$ cat src/rtl/core/ltmi_pkg.sv
package ltmi_pkg;

    localparam int IDX_W = 54;
    localparam int EXT_W = 31;
    localparam int AX_W = 3;
    localparam int SLOTS = 6;

    typedef enum logic [1:0] {
        ST_OK     = 2'd0,
        ST_LOW    = 2'd1,
        ST_ZERO   = 2'd2,
        ST_BEYOND = 2'd3
    } status_t;

    typedef enum logic [2:0] {
        REG_DIMS = 3'd0,
        REG_EXT0 = 3'd1,
        REG_EXT5 = 3'd6
    } reg_idx_t;

    typedef struct packed {
        logic                             valid;
        status_t                          status;
        logic [AX_W-1:0]                  axis;
        logic [IDX_W-1:0]                 x;
        logic [EXT_W-1:0]                 rem;
        logic [SLOTS-1:0][EXT_W-1:0]      coords;
    } beat_t;

endpackage

$ cat src/rtl/core/ltmi_emit.sv
module ltmi_emit
    import ltmi_pkg::*;
(
    input  logic             clk,
    input  logic             rst_n,
    input  beat_t            tail,
    input  logic [AX_W-1:0]  n_used,
    output logic             adv,
    output logic             done,
    output logic [EXT_W-1:0] coordinate,
    output logic [AX_W-1:0]  axis,
    output logic             last,
    output logic [1:0]       status
);

    logic [AX_W-1:0]             cnt_reg;
    logic [AX_W-1:0]             cnt_next;
    logic [AX_W-1:0]             pos_reg;
    logic [AX_W-1:0]             pos_next;
    logic [AX_W-1:0]             ax_reg;
    logic [AX_W-1:0]             ax_next;
    status_t                     st_reg;
    status_t                     st_next;
    logic [SLOTS-1:0][EXT_W-1:0] coords_reg;
    logic                        load;

    assign load = tail.valid && (cnt_reg <= AX_W'(1));
    assign adv  = !tail.valid || (cnt_reg <= AX_W'(1));

    always_comb
    begin
        cnt_next = cnt_reg;
        pos_next = pos_reg;
        ax_next  = ax_reg;
        st_next  = st_reg;
        if (load)
        begin
            pos_next = '0;
            st_next  = tail.status;
            ax_next  = tail.axis;
            cnt_next = AX_W'(1);
            if (tail.status == ST_OK)
            begin
                if (tail.x != '0)
                begin
                    st_next = ST_BEYOND;
                    ax_next = n_used - AX_W'(1);
                end
                else
                begin
                    cnt_next = n_used;
                end
            end
        end
        else if (cnt_reg != '0)
        begin
            cnt_next = cnt_reg - AX_W'(1);
            pos_next = pos_reg + AX_W'(1);
        end
    end

    always_ff @(posedge clk or negedge rst_n)
    begin
        if (!rst_n)
        begin
            cnt_reg <= '0;
            pos_reg <= '0;
            ax_reg  <= '0;
            st_reg  <= ST_OK;
        end
        else
        begin
            cnt_reg <= cnt_next;
            pos_reg <= pos_next;
            ax_reg  <= ax_next;
            st_reg  <= st_next;
        end
    end

    always_ff @(posedge clk)
    begin
        if (load)
        begin
            coords_reg <= tail.coords;
        end
    end

    assign done       = (cnt_reg != '0);
    assign coordinate = (st_reg == ST_OK) ? coords_reg[pos_reg] : '0;
    assign axis       = (st_reg == ST_OK) ? pos_reg : ax_reg;
    assign last       = (cnt_reg == AX_W'(1));
    assign status     = st_reg;

`ifndef SYNTH
    a_err_single: assert property (@(posedge clk) disable iff (!rst_n)
        done && status != ST_OK |-> last)
        else $error("error beat not marked last");
    a_err_zero: assert property (@(posedge clk) disable iff (!rst_n)
        done && status != ST_OK |-> coordinate == '0)
        else $error("error beat with coordinate");
    a_run_on: assert property (@(posedge clk) disable iff (!rst_n)
        done && !last |=> done && axis == $past(axis) + AX_W'(1))
        else $error("result run broken");
`endif

endmodule

$ cat config.mk
export PLATFORM = sky130hd
export DESIGN_NAME = ltmi_emit
export DESIGN_NICKNAME = d
export VERILOG_FILES = /design/src/rtl/core/ltmi_pkg.sv /design/src/rtl/core/ltmi_emit.sv
export SDC_FILE = /design/constraint.sdc
export NUM_CORES = 1
export LEC_CHECK = 0
export ABC_AREA = 1
export BUFFER_PORTS_ARGS = -buffer_cell sky130_fd_sc_hd__buf_2
export CAP_MARGIN = 30
export CORE_MARGIN = 4
export CORE_UTILIZATION = 40
export DETAILED_ROUTE_END_ITERATION = 12
export HOLD_SLACK_MARGIN = 0.1
export PLACE_DENSITY_LB_ADDON = 0.1
export SLEW_MARGIN = 40
export SYNTH_ARGS = -nofsm -noshare
export SYNTH_HDL_FRONTEND = slang
export SYNTH_SLANG_ARGS = --single-unit
$ cat constraint.sdc
create_clock -name clk -period 2.4 [get_ports clk]
set_input_delay 0.24 -clock clk [delete_from_list [all_inputs] [get_ports clk]]
set_output_delay 0.24 -clock clk [all_outputs]
set_load 0.01 [all_outputs]
Yosys cells after proc, flatten, opt, wreduce, memory -nomap -nowiden:

Cells that the tools add are included.

* flip-flop bits (word level): 197
* input port bits: 282
* output and inout bits: 39
* word-level logic and storage cells: 38

* add/sub/neg operators: 3
* magnitude comparators: 2
* equality and inequality tests: 1
* multiplexer cells: 14
* reduce and logical (&&, ||, !) cells: 8

Operators with widths (number)
* 31-bit binary-select mux with 3-bit select: 1
* 31-bit 2-to-1 mux: 2
* 54-bit nonzero test: 1
* 3-bit 2-to-1 mux: 9
* 3-bit by 1-bit subtractor with 3-bit output (second input constant): 2
* 2-bit zero test: 2
* 3-bit by 4-bit less-than comparator with 1-bit output (second input constant): 1
* 2-bit 2-to-1 mux: 2
* 3-bit by 1-bit adder with 3-bit output (second input constant): 1
* 3-bit by 1-bit == test with 1-bit output (second input constant): 1
* 3-bit by 1-bit <= comparator with 1-bit output (second input constant): 1
* 3-bit nonzero test: 1
* 2-bit nonzero test: 1
* 1-bit logical AND: 1
* 1-bit zero test: 1
* 1-bit logical OR: 1

Longest topological paths before layout:

Gate-level depths: netlist of run 1.

* depth in word-level cells: 4
* depth in mapped cells: 12
* gate-level depth less buffers: 11

Worst setup path after synthesis of run 1:

No wires, ideal clock.

* kind: register -> register
* start: register cnt_reg[1]
* end: register cnt_reg[2]
* library setup time: 73 ps
* data arrival time: 2037 ps
* required time: 2327 ps
* path slack: 290 ps
* stages on the path, launching flop included: 11
* buffers on the path: 1
* path through: dfrtp_1 -> inv_1 -> ha_1 -> inv_1 -> nor2_2 -> a21oi_2 -> nor2_4 -> buf_12 -> nand3_2 -> or2_1 -> a21oi_2

* longest elaborated chain between the ends: 3
* elaborated cells on any way between the ends: 7
* those cells by class: add/sub: 1; order compare: 1; mux: 2; reduce/logical: 3

RTL lines
* start, declared: line ltmi_emit.sv:16 `logic [AX_W-1:0] cnt_reg;`
* start signal, assigned: line ltmi_emit.sv:73 `cnt_reg <= cnt_next;`
* 3-bit by 1-bit <= comparator with 1-bit output *: line ltmi_emit.sv:27 `assign load = tail.valid && (cnt_reg <= AX_W'(1));`
* 1-bit logical AND *: line ltmi_emit.sv:27
* named net load: line ltmi_emit.sv:25 `logic load;`
* 3-bit 2-to-1 mux / 2-bit nonzero test (equally long branches)

The timed path passes the listed nets; every way through them passes the cells marked *. The select of a mux whose other input is x is not followed.
A chain may end at the register's enable or synchronous reset.

Final worst setup path of run 1:

* start: register pos_reg[1]
* end: output port coordinate[13]

* longest elaborated chain between the ends: 3

RTL lines
* start, declared: line ltmi_emit.sv:18 `logic [AX_W-1:0] pos_reg;`
* start signal, assigned: line ltmi_emit.sv:74 `pos_reg <= pos_next;`
* 31-bit binary-select mux with 3-bit select: line ltmi_emit.sv:89 `assign coordinate = (st_reg == ST_OK) ? coords_reg[pos_reg] : '0;`
* 31-bit 2-to-1 mux (not written as such): line ltmi_emit.sv:89
* 31-bit 2-to-1 mux: line ltmi_emit.sv:89
* end, declared: line ltmi_emit.sv:10 `output logic [EXT_W-1:0] coordinate,`

No other way between the ends. The select of a mux whose other input is x is not followed.

==> results of run 1 <==
==> worst paths after layout <==
kind                                         from                endpoint
max                        pos_reg[1]$_DFFE_PN0P_          coordinate[13]
min                                     tail[273]   ax_reg[2]$_DFFE_PN0P_
max reg2reg                cnt_reg[1]$_DFFE_PN0P_  pos_reg[1]$_DFFE_PN0P_
min reg2reg                 ax_reg[2]$_DFFE_PN0P_   ax_reg[2]$_DFFE_PN0P_
max in group asynchronous                   rst_n  pos_reg[1]$_DFFE_PN0P_
min in group asynchronous                   rst_n   status[0]$_DFFE_PN0P_
==> cell usage in the layout (no fill, tap or decap), drive strengths merged <==
cell type / Yosys / layout
a21oi: 4 / 4
a31oi: 1 / 1
buf: 10 / 307
bufinv: 0 / 1
clkbuf: 20 / 17
clkinv: 0 / 5
clkinvlp: 0 / 3
dfrtp: 11 / 11
diode: 0 / 1
dlygate4sd3: 0 / 188
edfxtp: 186 / 186
ha: 5 / 5
inv: 17 / 23
mux2i: 31 / 31
nand2: 63 / 63
nand3: 10 / 10
nand4: 2 / 2
nor2: 116 / 116
nor4: 1 / 1
o21ai: 98 / 98
o22ai: 31 / 31
or2: 2 / 2
xnor2: 1 / 1
xor2: 2 / 2
==> routing by layer <==
metal  vias to the layer above  part of all wire  GRT usage
li1                       3184                 -          -
met1                      3130              0.41      0.244
met2                       197              0.53      0.363
met3                        25             0.054     0.0535
met4                         0             0.012     0.0481
met5                         -                 0          0
==> logic make-up after synthesis <==
kind of cell,Yosys count,share of synthesized area
flops,197,0.735
simple gates,194,0.0988
compound gates,134,0.0901
buf+inv,47,0.0256
mux,31,0.0389
fa+ha+maj,5,0.00785
xor+xnor,3,0.00330
==> area by class of cell <==
class / instances / area, um2 / area share
inverters: 17 / 67.6 / 0.00550
clock buffers: 17 / 425 / 0.0346
flip-flops and latches: 197 / 5860 / 0.477
diodes: 1 / 2.50 / 0.000204
clock inverters: 15 / 185 / 0.0151
multi-input cells: 367 / 1910 / 0.156
well taps: 265 / 332 / 0.0270
repair buffers: 495 / 3500 / 0.285
==> power by group <==
| part | leakage (nW) | switching (W) | total [W] | internal, W |
|---|---|---|---|---|
| Clock | 0.291 | 0.00139 | 0.00290 | 0.00151 |
| Combinational | 2.84 | 0.00231 | 0.00374 | 0.00143 |
| Sequential | 1.87 | 0.000282 | 0.00523 | 0.00495 |
==> worst register-to-register path: stages (launching register included) <==
cell,delay (ns)
dfrtp_1,0.40
inv_1,0.11
ha_1,0.15
inv_1,0.04
nor2_2,0.10
a21oi_2,0.07
nor2_4,0.15
buf_12,0.38
nor2_8,0.05
inv_2,0.09
nor2_1,0.04
a31oi_1,0.14
inv_1,0.05
==> stage by stage <==
| step | power [W] | utilization | hold slack (ns) | cells | cell area [um2] |
|---|---|---|---|---|---|
| after floorplan | 0.00752 | - | -0.0556 | 611 | 7970 |
| after detailed placement | 0.00883 | 0.501 | 0.134 | 1153 | 9790 |
| after global routing | 0.0126 | 0.629 | 0.129 | 1373 | 12300 |
| final | 0.0119 | 0.629 | 0.129 | 1374 | 12300 |
| after global placement | 0.00871 | 0.501 | 0.121 | 1153 | 9790 |
| after CTS | 0.0120 | 0.629 | 0.110 | 1373 | 12300 |
==> what timing repair did <==
| item | 4_1_cts | 5_1_grt |
|---|---|---|
| gates resized for setup | 0 | 3 |
| hold buffers | 188 | 0 |
| endpoints found under the hold margin | 198 | 0 |
| endpoints found under the setup margin | 0 | 24 |
==> out/summary.txt, run 1 <==
clock latency on the worst-skew pair - 0.43 ns
I/O pin cnt - 321
CTS buffer count - 17
via count - 6536
grt ovf - 0
cell with the most instances after synthesis - edfxtp_1
critical path launch point type - flop
pwr dens - 965 nW/um2
flops & latches, synth - 197
CP Cell Sequence - buf_4, o21ai_0, o22ai_1, nand2_1, o21ai_1, buf_2
layout cells sized above 1 - 0.319
Crit Path Class - flop to primary output
vias in the first global route - 6858
H-tree lvl count - 4
clk slew on worst S/H paths - 0.07 ns
CORE AREA - 19500 um2
area grow syn2layout - 54.2%
drt pass-1 iters - 4
drt wl/cell - 16.4 um
Final Hold Fails - 0
Post-Place Worst Slack - 0.488 ns
Req. time, crit path - 2.16 ns
Root Buffer - clkbuf_16
Synth Instances - 611
Crit. path cell count - 6
setup TNS - 0 ns
CP delay by family, top - buffers and inverters
measured slew at the worst slew-check pin - 0.508 ns
pin count of the biggest net entering global routing - 85
drt total wl - 22.6 mm
Die W - 149 um
Max VDD drop - 0.000611 V
Post-Syn Nets - 898
Die Y-Extent - 149 um
nets - 1382
row count - 51
crit path time final - 2.24 ns
worst min-delay path class - input pin to flop
# setup viols final - 0
area share of the largest cell type after synthesis - 0.701
clk_skew - 0.0109 ns
Post-CTS Setup Bufs - 0
R2R setup slack - 0.52 ns
Distinct cells, synth - 28
initial DRC count - 280
max-cap violation count - 0
remaining antenna violation count after routing - 0
status - finished clean
clock sinks - 197
R2R depth - 12
most frequent cells after synthesis - 186 x edfxtp_1, 113 x nor2_1, 74 x o21ai_0
Synth warnings - 0
Final Max Slew Viols - 0
Post-DP HPWL - 14.2 mm
top cells by area, synth - edfxtp_1 70%, nor2_1 5.3%, o21ai_0 4.6%
die area - 22200 um2
relative slew slack - 0.661
sequential share of the synthesized area - 0.735
Top FF cell, synth - edfxtp_1
Max clock buf depth - 2
first-pass GRT wire length - 34.8 mm
Initial Util - 0.408
Crit-path slowest cell - dfrtp_2
CP peak stage delay - 0.48 ns
Total GRT Usage - 0.202
crit path capture type - primary output
cell area after synthesis - 7970 um2
area leader, netlist - edfxtp_1
period utilization - 0.932
WP buf/inv - 2
RSZ-0062 raised after global routing - no
setup ws final - 0.163 ns
Mapped Avg Cell Area - 13.0 um2
GPL Wtd Cong - 0.793
Layout fillers - 1569
FMAX - 0.447 GHz
drt via density - 4.76
IO Port Bufs - 289
CTS tree - done
leakage - 4.99 nW
async set-reset flop share out of synthesis - 0.0558
EDFF count, synth - 186
antenna violations before repair - 0
Min-Delay Path Depth - 5
crit-path max FO - 37
Worst EP arrival - 2.00 ns
max reg flops - 186
# DRC - 0
(Power assumes the default switching activity.)
==> inputs of run 2 (changes only) <==
==> constraint.sdc (replaced) <==
create_clock -name clk -period 2.5 [get_ports clk]
set_input_delay 0.25 -clock clk [delete_from_list [all_inputs] [get_ports clk]]
set_output_delay 0.25 -clock clk [all_outputs]
set_load 0.01 [all_outputs]
==> run 2 against run 1 <==
  * First-iteration DRC count is 6.4% higher
  * Sequential share of layout area about the same
  * Count of clock-buffer cells in the layout up 1
  * Cell area barely moved
  * Total power is 3.9% lower
  * Largest cell class unchanged
  * Flip-flop and latch count did not move
==> out/summary.txt, run 2 (synthesized netlist as in run 1, its figures left out) <==
status - finished clean
worst min-delay path class - input pin to flop
grt ovf - 0
fin cells - 1372
Final Max Slew Viols - 0
Max VDD drop - 0.000642 V
crit-path max FO - 18
relative slew slack - 0.642
drt total wl - 23.0 mm
Root Buffer - clkbuf_16
Crit Path Class - flop to primary output
Die W - 149 um
drt wl/cell - 16.8 um
Total GRT Usage - 0.205
# setup viols final - 0
GPL Wtd Cong - 0.784
FMAX - 0.442 GHz
max reg flops - 186
first-pass GRT wire length - 35.3 mm
commonest non-fill, non-tap cells in the layout - 289 x buf_2, 187 x dlygate4sd3_1, 186 x edfxtp_1
crit path capture type - primary output
drt via density - 4.81
pin count of the biggest net entering global routing - 98
area grow syn2layout - 54.1%
clock latency on the worst-skew pair - 0.43 ns
Post-CTS Setup Bufs - 0
clk slew on worst S/H paths - 0.07 ns
initial DRC count - 298
IO Port Bufs - 289
Post-DP HPWL - 14.4 mm
# DRC - 0
nets - 1380
Worst EP arrival - 2.01 ns
clock sinks - 197
remaining antenna violation count after routing - 0
row count - 51
CTS buffer count - 17
pwr dens - 928 nW/um2
most common cell after layout, fill and taps aside - buf_2
vias in the first global route - 6911
DP Cell Count - 1152
leakage - 4.99 nW
period utilization - 0.906
drt pass-1 iters - 4
Req. time, crit path - 2.25 ns
CORE AREA - 19500 um2
die area - 22200 um2
layout cells sized above 1 - 0.318
setup TNS - 0 ns
I/O pin cnt - 321
H-tree lvl count - 4
critical path launch point type - flop
Die Y-Extent - 149 um
max-cap violation count - 0
measured slew at the worst slew-check pin - 0.537 ns
Initial Util - 0.408
Finished Core Util - 0.629
crit path time final - 2.26 ns
RSZ-0062 raised after global routing - no
Max clock buf depth - 2
Final Hold Fails - 0
CTS tree - done
clk_skew - 0.00930 ns
antenna violations before repair - 1
via count - 6598
-- run 2: changes by cell type in the layout (fill, tap and decap cells not counted), sizes merged --
cell,delta
dlygate4sd3,-1
inv,-1
clkinv,+2
bufinv,-1
buf,-1
clkbuf,+1
clkinvlp,-1
-- run 2: final timing paths --
path / start / to / cells after the start / slack [ns]
worst min register to register: ax_reg[2]$_DFFE_PN0P_ / ax_reg[2]$_DFFE_PN0P_ / 2 / 0.49
min in group asynchronous: rst_n / status[0]$_DFFE_PN0P_ / 2 / 0.24
worst min-delay path: tail[272] / ax_reg[1]$_DFFE_PN0P_ / 5 / 0.14
worst max register to register: cnt_reg[1]$_DFFE_PN0P_ / coords_reg[41]$_DFFE_PP_ / 8 / 0.51
max in group asynchronous: rst_n / pos_reg[1]$_DFFE_PN0P_ / 2 / 2.03
worst max-delay path: pos_reg[1]$_DFFE_PN0P_ / coordinate[26] / 7 / 0.24
-- run 2: timing repair --
action                                 4_1_cts  5_1_grt
setup endpoints to repair                    0        5
gates resized for setup                      0        4
hold buffers                               187        0
endpoints found under the hold margin      197        0
-- run 2: critical path: stages (launching register included) --
cell and delay (ns):
dfrtp_2 0.43, inv_2 0.26, buf_4 0.31, nor2_1 0.06, o22ai_1 0.17, nand2_1 0.12, o21ai_0 0.08, buf_2 0.15
-- run 2: final cells by class --
class / instances / area (um2)
clock inverters: 14 / 176
flip-flops and latches: 197 / 5860
inverters: 17 / 67.6
diodes: 1 / 2.50
well taps: 265 / 332
multi-input cells: 367 / 1910
repair buffers: 493 / 3500
clock buffers: 18 / 429
fillers: 1568 / 7250
-- run 2: power by group --
| part | switching [W] | total [W] | internal, W |
|---|---|---|---|
| Clock | 0.00139 | 0.00275 | 0.00136 |
| Sequential | 0.000264 | 0.00501 | 0.00475 |
| Combinational | 0.00226 | 0.00364 | 0.00139 |
-- run 2: metal layers --
metal,track usage,routed length [um],vias up
met1,0.248,9300,3158
met3,0.0428,1280,35
met2,0.363,12000,227
li1,-,-,3178
met4,0.0700,498,0
met5,0,0,-
-- run 2: through the flow --
step	cell area (um2)	setup WS (ns)	hold slack [ns]	power (W)
3_5_place_dp	9790	0.510	0.134	0.00848
4_1_cts	12300	0.0793	0.122	0.0115
2_1_floorplan	7970	0.390	-0.0456	0.00722
6_report	12300	0.235	0.137	0.0114
5_1_grt	12300	0.0435	0.141	0.0121
3_3_place_gp	9790	0.557	0.132	0.00836
