===== src/rtl/core/ltmi_pkg.sv =====
package ltmi_pkg;

    localparam int IDX_W = 54;
    localparam int EXT_W = 31;
    localparam int AX_W = 3;
    localparam int SLOTS = 6;

    typedef enum logic [1:0] {
        ST_OK     = 2'd0,
        ST_LOW    = 2'd1,
        ST_ZERO   = 2'd2,
        ST_BEYOND = 2'd3
    } status_t;

    typedef enum logic [2:0] {
        REG_DIMS = 3'd0,
        REG_EXT0 = 3'd1,
        REG_EXT5 = 3'd6
    } reg_idx_t;

    typedef struct packed {
        logic                             valid;
        status_t                          status;
        logic [AX_W-1:0]                  axis;
        logic [IDX_W-1:0]                 x;
        logic [EXT_W-1:0]                 rem;
        logic [SLOTS-1:0][EXT_W-1:0]      coords;
    } beat_t;

endpackage


===== src/rtl/core/ltmi_cell.sv =====
module ltmi_cell
    import ltmi_pkg::*;
#(
    parameter int AXIS = 0,
    parameter int BIT  = 0
)
(
    input  logic             clk,
    input  logic             rst_n,
    input  logic             adv,
    input  logic             active,
    input  logic [EXT_W-1:0] divisor,
    input  beat_t            beat_in,
    output beat_t            beat_out
);

    beat_t          beat_next;
    beat_t          beat_reg;
    logic           valid_reg;
    logic [EXT_W:0] trial;
    logic [EXT_W:0] diff;
    logic           ge;

    // one restoring division step per cell
    always_comb
    begin
        beat_next = beat_in;
        trial     = {beat_in.rem, beat_in.x[BIT]};
        ge        = (trial >= {1'b0, divisor});
        diff      = trial - {1'b0, divisor};
        if (active && beat_in.status == ST_OK)
        begin
            beat_next.x[BIT] = ge;
            if (BIT == 0)
            begin
                beat_next.coords[AXIS] = (ge ? diff[EXT_W-1:0] : trial[EXT_W-1:0])
                                         + EXT_W'(1);
                beat_next.rem = '0;
            end
            else
            begin
                beat_next.rem = ge ? diff[EXT_W-1:0] : trial[EXT_W-1:0];
            end
        end
    end

    always_ff @(posedge clk or negedge rst_n)
    begin
        if (!rst_n)
        begin
            valid_reg <= 1'b0;
        end
        else if (adv)
        begin
            valid_reg <= beat_next.valid;
        end
    end

    always_ff @(posedge clk)
    begin
        if (adv)
        begin
            beat_reg <= beat_next;
        end
    end

    always_comb
    begin
        beat_out       = beat_reg;
        beat_out.valid = valid_reg;
    end

endmodule


===== config.mk =====
export PLATFORM = sky130hd
export DESIGN_NAME = ltmi_cell
export DESIGN_NICKNAME = d
export VERILOG_FILES = /design/src/rtl/core/ltmi_pkg.sv /design/src/rtl/core/ltmi_cell.sv
export SDC_FILE = /design/constraint.sdc
export NUM_CORES = 1
export LEC_CHECK = 0
export ABC_AREA = 1
export BUFFER_PORTS_ARGS = -buffer_cell sky130_fd_sc_hd__buf_4
export CORE_AREA = 4 4 226 228
export CTS_CLUSTER_DIAMETER = 80
export CTS_CLUSTER_SIZE = 40
export DETAILED_ROUTE_END_ITERATION = 12
export DIE_AREA = 0 0 230 232
export PLACE_DENSITY = 0.63
export SETUP_SLACK_MARGIN = 0.3
export SKIP_LAST_GASP = 1
export SLEW_MARGIN = 20
export SYNTH_ARGS = -nofsm -noshare
export SYNTH_HDL_FRONTEND = slang
export SYNTH_SLANG_ARGS = --single-unit

===== constraint.sdc =====
create_clock -name clk -period 0.89 [get_ports clk]
set_clock_uncertainty 0.15 [all_clocks]
set_input_delay 0.089 -clock clk [delete_from_list [all_inputs] [get_ports clk]]
set_output_delay 0.089 -clock clk [all_outputs]
set_load 0.01 [all_outputs]

Yosys cells after proc, flatten, opt, wreduce, memory -nomap -nowiden
Cells that the tools add are included.

word-level totals
  RAM bits = 0
  bits in registers = 277
  bits in read-only memories = 0
  latch bits = 0
  word-level logic and storage cells = 19
  output and inout bits = 277
  memories = 0
  input port bits = 312

cells by class
  multipliers = 0
  mux-type cells = 3
  $add $sub $neg = 2
  magnitude comparators = 1
  div/mod/pow operators = 0
  reductions and logical operators = 2
  bitwise operators = 0
  equality and inequality tests = 0
  shift operators = 0

operators by type and width
  operator                                                         number
  31-bit 2-to-1 mux                                                2
  32-bit by 31-bit greater-or-equal comparator with 1-bit output   1
  32-bit 2-to-1 mux                                                1
  31-bit by 1-bit adder with 31-bit output, second input constant  1
  31-bit subtractor                                                1
  2-bit zero test                                                  1
  1-bit logical AND                                                1

Longest topological paths before layout
Gate-level depths: netlist (run 1).

  depth in word-level cells = 4
  mapped depth = 25
  depth with buffers taken out = 24

Worst setup path before layout (run 1)
OpenSTA, ideal clock, no wires.

  path kind = input -> register
  from = in beat_in[217] (netlist bit)
  to = reg beat_reg (netlist bit beat_out[24]), data pin
  arrival = 2.669 ns
  buffers on the path = 1
  cell stages on the path = 25
  path slack = -2.182 ns
  data required time = 0.487 ns
  setup time = 0.253 ns
  cell sequence = inv_1 -> ha_1 -> fa_1 -> inv_1 -> nand2_1 -> nand2_1 -> nand3_1 -> nand2_2 -> nand2_1 -> nand3_2 -> nand2_4 -> nand2_8 -> buf_6 -> nand2_1 -> o21ai_2 -> ha_1 -> nand2_1 -> nor2_1 -> inv_1 -> nor2_2 -> nand3_1 -> nand2_1 -> nand2_1 -> nand2_1 -> nand2_1

RTL lines
  element                 line             RTL
  start: declaration      ltmi_cell.sv:13  input beat_t beat_in,
  end signal: assignment  ltmi_cell.sv:63  beat_reg <= beat_next;
  end: declaration        ltmi_cell.sv:18  beat_t beat_reg;

==> qor.yml, run 1 <==
synth:
  synth_top_area_frac: 0.638
  synth.avg_cell_area_um2: 10.1
  synth_top_area_cell: "edfxtp_1"
  syn_nets: 1629
  synth.yosys.seq_area_share: 0.640
  syn-instance-count: 1283
  synth-seq-cells: 277
  yosysUniqueCellTypes: 39
  syn_area_um2: 13000
  yosys-top-cells-area: "edfxtp_1 64%, nand2_1 12%, inv_1 6.1%, nand3_1 3.3%, ha_1 3.2%"
  yosysWarnings: 0
global_routing:
  grtUsageTotal: 0.260
  grt_pass1_vias: 14300
  grt_pass1_wl_mm: 101
  antenna_found_initial: 20
  overflow: 0
  grt_max_degree: 30
finish:
  drive_gt1_frac: 0.493
  fin_area_um2: 26400
  stdcell_count: 3102
  multiInputGateArea_um2: 4950
  fillerInstances: 4176
  seq_area_um2: 8310
  fin_nets: 2761
  area_growth_pct: 103
  largest_register_ffs: 276
power:
  ir_worst_vdd_uv: 1870
  p_leak_nw: 12.4
  p_per_area_nw_per_um2: 1570
sta:
  fmax_mhz: 413
  post-route-period-util: 2.72
  slew_headroom: 0.706
  fin_crit_ns: 2.42
  setup_ws_ns: -1.53
  hold_slack_ns: -0.383
  drv_slew: 0
  tightest_slew_ns: 0.436
  setup_viol: 341
  hold_viol: 338
  rsz0062_at_grt: "yes"
route:
  first_iter_violations: 896
  drt_wl_total_mm: 73.5
  vias: 13700
  wl_per_cell_um: 23.7
  detail-route-antenna-nets: 0
  drc: 0
  first_pass_iters: 5
  via_per_inst: 4.43
clock_network:
  clockBufferDepth: 3
  clockRootBuffer: "clkbuf_16"
  cts_tree: "yes"
  htreeDepth: 1
  cts_buffers: 23
  cts.sinks: 277
  clk_pin_slew_ns: 0.10
  clk_latency_ns: 0.57
floorplanning:
  initial_core_util: 0.266
  coreArea_um2: 48800
  core.rowCount: 81
  die_area_um2: 53400
  io_pins: 589
  die_h_um: 232
  die_w_um: 230
worst_setup_path:
  worstPathArrival_ns: 2.61
  ff2ff_path_depth: 3
  path_delay_family: "simple AND/OR/NAND/NOR gates"
  crit_path_end_kind: "register"
  crit_top_cell: "nor2_4"
  r2r_end: "valid_reg$_DFFE_PN0P_"
  rrSetupSlack_ns: -0.27
  max_stage_delay_ns: 0.31
  worst_setup_path_start_kind: "input pin"
  path_buf_inv: 6
  path_max_fanout: 6
  crit_chain: "buf_4 > inv_1 > ha_1 > nand2_2 > inv_2 > a21oi_1 > o21ai_2 > nor2_4 > buf_12 > nand2_8 > buf_8 > o21ai_4 > ha_4 > nand2_4 > nor2_4 > nand3_4 > nor2_4 > buf_4 > xnor2_2 > o21ai_1"
  cp_slowest_cell: "ha_1"
  required_ns: 1.08
  timing.rr.start: "valid_reg$_DFFE_PN0P_"
  path_depth: 20
  path_class: "input pin to register"
placed_design:
  post_dp_cell_area_um2: 20400
  gp_congestion: 0.937
  portBuffers: 588
  hpwlAfterDp_mm: 57.3
  place_inst: 2786
min_path:
  worstHoldPathCells: 2
  holdPathEnd: "valid_reg$_DFFE_PN0P_"
  hp-start: "beat_in[276]"
  hold_class: "input pin to register"
flow_run:
  maxCapViolations: 0
outcome:
  outcome: "complete, but fails checks"
  failed_checks: "negative hold slack, negative setup slack"
worst max-delay path by stage:
stage / from / end / slack [ns]
floorplan: beat_in[217] / beat_out[28]$_DFFE_PP_ / -2.02
global placement: beat_in[217] / beat_out[25]$_DFFE_PP_ / -2.34
detailed placement: beat_in[217] / beat_out[25]$_DFFE_PP_ / -2.38
CTS: beat_in[217] / beat_out[30]$_DFFE_PP_ / -1.44
global route: beat_in[200] / beat_out[25]$_DFFE_PP_ / -1.68
finish: divisor[26] / beat_out[12]$_DFFE_PP_ / -1.53
layout by cell type (no fill, tap or decap), drive strengths merged, types with 8 or more instances in the layout:
master / netlist / layout
o21ai: 24 / 24
clkinv: 1 / 10
xnor2: 11 / 11
nand2: 417 / 419
inv: 217 / 226
nand3: 87 / 87
nor2: 128 / 129
nand3b: 8 / 8
clkbuf: 9 / 23
edfxtp: 276 / 276
a21oi: 15 / 15
dlymetal6s4s: 0 / 29
nand4: 18 / 18
buf: 8 / 908
xor2: 9 / 9
ha: 33 / 33
dlygate4sd3: 0 / 184
stage by stage:
step	utilization	setup slack, ns	total power (W)	TNS [ns]
6_report	0.540	-1.53	0.0415	-188.66
5_1_grt	0.540	-1.68	0.0430	-206.18
4_1_cts	0.523	-1.44	0.0408	-194.98
3_5_place_dp	0.418	-2.38	0.0257	-106.64
3_3_place_gp	0.418	-2.34	0.0257	-104.44
2_1_floorplan	-	-2.02	0.0195	-56.19
cell usage after synthesis (all sizes together):
library cell / instances
nand2: 417
edfxtp: 276
inv: 217
nor2: 128
nand3: 87
ha: 33
o21ai: 24
nand4: 18
a21oi: 15
xnor2: 11
clkbuf: 9
xor2: 9
buf: 8
nand3b: 8
a31oi: 7
nor3: 6
or2: 2
and2: 1
clkinv: 1
dfrtp: 1
fa: 1
mux2: 1
o21a: 1
o21bai: 1
o31ai: 1
timing repair:
item,4_1_cts,5_1_grt
pin swaps,69,39
gates cloned,4,0
endpoints found under the hold margin,553,368
endpoints found under the setup margin,337,372
gates resized for setup,418,180
setup buffers,35,16
hold buffers,213,1
metal layers:
layer,track usage,vias to the layer above,wire (um)
li1,-,6441,-
met1,0.302,6570,27600
met2,0.464,572,37000
met3,0.0680,137,5390
met4,0.0911,26,3350
met5,0,-,164
cells by family after synthesis:
group                    share of synthesized area
adder cells (fa/ha/maj)                     0.0333
XOR/XNOR                                    0.0135
AND/OR/NAND/NOR                              0.220
flip-flops                                   0.640
AO/OA/AOI/OAI                               0.0213
multiplexers                              0.000867
buffers and inverters                       0.0707
layout make-up:
cell class / count / area share
Tap cell: 664 / 0.0315
Sequential cell: 277 / 0.315
Multi-Input combinational cell: 774 / 0.188
Clock buffer: 23 / 0.0218
Antenna cell: 6 / 0.000569
Inverter: 218 / 0.0321
Clock inverter: 19 / 0.0150
Timing Repair Buffer: 1121 / 0.396
power breakdown:
part	switching [W]	internal [W]	total (W)
logic	0.00609	0.00662	0.0127
clock network	0.00666	0.00588	0.0125
registers	0.000642	0.0156	0.0162
Power figures use the tool's default switching activity.
==> run 2: changes to the inputs <==
--- a/config.mk
+++ b/config.mk
@@ -7,12 +7,14 @@
 export LEC_CHECK = 0
 export ABC_AREA = 1
 export BUFFER_PORTS_ARGS = -buffer_cell sky130_fd_sc_hd__buf_4
-export CORE_AREA = 4 4 226 228
+export CELL_PAD_IN_SITES_DETAIL_PLACEMENT = 0
+export CELL_PAD_IN_SITES_GLOBAL_PLACEMENT = 1
+export CORE_AREA = 4 4 229 231
 export CTS_CLUSTER_DIAMETER = 80
 export CTS_CLUSTER_SIZE = 40
 export DETAILED_ROUTE_END_ITERATION = 12
-export DIE_AREA = 0 0 230 232
-export PLACE_DENSITY = 0.63
+export DIE_AREA = 0 0 233 235
+export PLACE_DENSITY = 0.76
 export SETUP_SLACK_MARGIN = 0.3
 export SKIP_LAST_GASP = 1
 export SLEW_MARGIN = 20
==> run 2 against run 1 <==
The run still ends with negative hold slack, negative setup slack left. Setup slack got worse by 0.097 ns. Global-route usage increased by 0.24 points. Fmax decreased by 3.9%. Clock-buffer cell count increased by 1. Register-to-register slack improved by 0.24 ns. Critical path type unchanged. Highest routed layer unchanged. Non-clock buffer count increased by 28. Die area increased by 2.6%. Clock power decreased by 13%. Routed wire length increased by 3.7%. Hold slack got worse by 0.025 ns. Core utilization about the same.
==> qor.yml, run 2 (synthesized netlist as in run 1, its figures left out) <==
outcome:
  outcome: "complete, but fails checks"  # unchanged
  failed_checks: "negative hold slack, negative setup slack"  # unchanged
floorplanning:
  initial_core_util: 0.259  # was 0.266
  io_pins: 589  # unchanged
  die_area_um2: 54800  # was 53400 um2
  die_w_um: 233  # was 230 um
  core.rowCount: 82  # was 81
  die_h_um: 235  # was 232 um
  coreArea_um2: 50100  # was 48800 um2
clock_network:
  cts_tree: "yes"  # unchanged
  clk_latency_ns: 0.55  # was 0.57 ns
  cts_buffers: 22  # was 23
  clockBufferDepth: 3  # unchanged
  clk_pin_slew_ns: 0.08  # was 0.10 ns
  cts.sinks: 277  # unchanged
  clockRootBuffer: "clkbuf_16"  # unchanged
  htreeDepth: 1  # unchanged
min_path:
  hold_class: "input pin to register"  # unchanged
  worstHoldPathCells: 1  # was 2
route:
  detail-route-antenna-nets: 0  # unchanged
  wl_per_cell_um: 24.2  # was 23.7 um
  drc: 0  # unchanged
  first_iter_violations: 873  # was 896
  vias: 13900  # was 13700
  first_pass_iters: 5  # unchanged
  via_per_inst: 4.44  # was 4.43
  drt_wl_total_mm: 76.2  # was 73.5 mm
sta:
  tns_ns: -191.88  # was -188.66 ns
  fin_crit_ns: 2.52  # was 2.42 ns
  post-route-period-util: 2.83  # was 2.72
  tightest_slew_ns: 0.396  # was 0.436 ns
  rsz0062_at_grt: "yes"  # unchanged
  setup_viol: 341  # unchanged
  slew_headroom: 0.733  # was 0.706
  hold_slack_ns: -0.408  # was -0.383 ns
  drv_slew: 0  # unchanged
  fmax_mhz: 397  # was 413 MHz
  setup_ws_ns: -1.63  # was -1.53 ns
  hold_viol: 252  # was 338
worst_setup_path:
  crit_chain: "buf_4 > inv_1 > ha_1 > buf_4 > a21oi_2 > o21ai_4 > nor2_4 > buf_12 > nand2_8 > buf_4 > o21ai_4 > ha_4 > nand2_4 > nor2_4 > nand3_2 > nor2_4 > nand4_1 > nand3_2 > nand2_1"  # was buf_4 > inv_1 > ha_1 > nand2_2 > inv_2 > a21oi_1 > o21ai_2 > nor2_4 > buf_12 > nand2_8 > buf_8 > o21ai_4 > ha_4 > nand2_4 > nor2_4 > nand3_4 > nor2_4 > buf_4 > xnor2_2 > o21ai_1
  path_class: "input pin to register"  # unchanged
  cp_slowest_cell: "ha_1"  # unchanged
  crit_path_end_kind: "register"  # unchanged
  ff2ff_path_depth: 1  # was 3
  required_ns: 1.05  # was 1.08 ns
  max_stage_delay_ns: 0.31  # about the same
  worst_setup_path_start_kind: "input pin"  # unchanged
  worstPathArrival_ns: 2.68  # was 2.61 ns
  path_max_fanout: 6  # unchanged
finish:
  drive_gt1_frac: 0.525  # was 0.493
  fin_nets: 2787  # was 2761
  seq_area_um2: 8310  # unchanged
  layout_commonest_cell: "buf_4"  # unchanged
  area_growth_pct: 108  # was 103%
  fillerInstances: 4285  # was 4176
  largest_register_ffs: 276  # unchanged
  final_cell_mix: "583 x buf_4, 327 x buf_6, 310 x nand2_1, 276 x edfxtp_1, 177 x inv_1"  # was 587 x buf_4, 338 x nand2_1, 294 x buf_6, 276 x edfxtp_1, 185 x inv_1
  multiInputGateArea_um2: 5200  # was 4950 um2
  post-route-util: 0.540  # about the same
  stdcell_count: 3141  # was 3102
global_routing:
  antenna_found_initial: 22  # was 20
  grtUsageTotal: 0.262  # was 0.260
  grt_max_degree: 26  # was 30
  grt_pass1_vias: 14300  # about the same
  overflow: 0  # unchanged
  grt_pass1_wl_mm: 103  # was 101 mm
power:
  p_leak_nw: 12.9  # was 12.4 nW
  p_per_area_nw_per_um2: 1500  # was 1570 nW/um2
  ir_worst_vdd_uv: 1520  # was 1870 uV
  total_power_w: 0.0404  # was 0.0415 W
placed_design:
  gp_congestion: 0.955  # was 0.937
  hpwlAfterDp_mm: 60.9  # was 57.3 mm
  place_inst: 2810  # was 2786
  portBuffers: 588  # unchanged
flow_run:
  maxCapViolations: 0  # unchanged
-- run 2: changes by cell type in the layout (fill, tap and decap cells not counted), moves of 23 or more --
cell / previous run / this run
dlygate4sd3_1: 184 / 142
dlymetal6s4s_1: 29 / 64
buf_6: 294 / 327
nand2_1: 338 / 310
nand2_2: 55 / 78
nor2_1: 69 / 46
-- run 2: cell type report --
class / count / share of cell area
well taps: 672 / 0.0311
clock buffers: 24 / 0.0210
diodes: 13 / 0.00120
repair inverters: 1 / 0.000324
repair buffers: 1149 / 0.406
inverters: 218 / 0.0320
clock inverters: 15 / 0.00810
multi-input cells: 772 / 0.192
flip-flops and latches: 277 / 0.308
-- run 2: final timing paths --
path / start / end / slack [ns]
min reg2reg: valid_reg$_DFFE_PN0P_ / valid_reg$_DFFE_PN0P_ / 0.41
max: divisor[30] / beat_out[20]$_DFFE_PP_ / -1.63
min in group asynchronous: rst_n / valid_reg$_DFFE_PN0P_ / -0.31
min: beat_in[252] / beat_out[252]$_DFFE_PP_ / -0.41
max reg2reg: valid_reg$_DFFE_PN0P_ / valid_reg$_DFFE_PN0P_ / -0.03
max in group asynchronous: rst_n / valid_reg$_DFFE_PN0P_ / 0.82
-- run 2: timing repair --
action	CTS	global route
endpoints found under the setup margin	340	415
cloned	7	0
setup buffers	55	11
hold buffers	208	2
endpoints found under the hold margin	516	306
pin swaps	97	72
gates resized for setup	508	239
-- run 2: worst max-delay path: cells and delay by family --
family	cells	cell delay (ns)
AOI/OAI and AO/OA	3	0.45
adders and majority gates	2	0.49
buffers and inverters	5	0.54
and+or+nand+nor	9	1.10
-- run 2: per-stage QoR --
stage,cell area (um2),hold WS (ns),worst slack (ns)
2_1_floorplan,13100,-0.357,-2.02
3_5_place_dp,20700,-0.280,-2.59
3_3_place_gp,20700,-0.278,-2.62
6_report,27000,-0.408,-1.63
5_1_grt,27000,-0.427,-1.77
4_1_cts,26100,-0.435,-1.51
-- run 2: where the power goes --
group / switching (W) / total (W) / internal, W
combinational: 0.00629 / 0.0133 / 0.00698
clock: 0.00562 / 0.0109 / 0.00526
sequential: 0.000667 / 0.0162 / 0.0156
total: 0.0126 / 0.0404 / 0.0278
-- run 2: layer usage --
layer / share of wire / wire length (um) / track usage / vias up
met5: 0.0013 / 101 / 0 / -
met4: 0.038 / 2890 / 0.0772 / 16
met3: 0.068 / 5210 / 0.0520 / 112
met2: 0.51 / 39100 / 0.480 / 564
met1: 0.38 / 28800 / 0.308 / 6737
li1: - / - / - / 6516
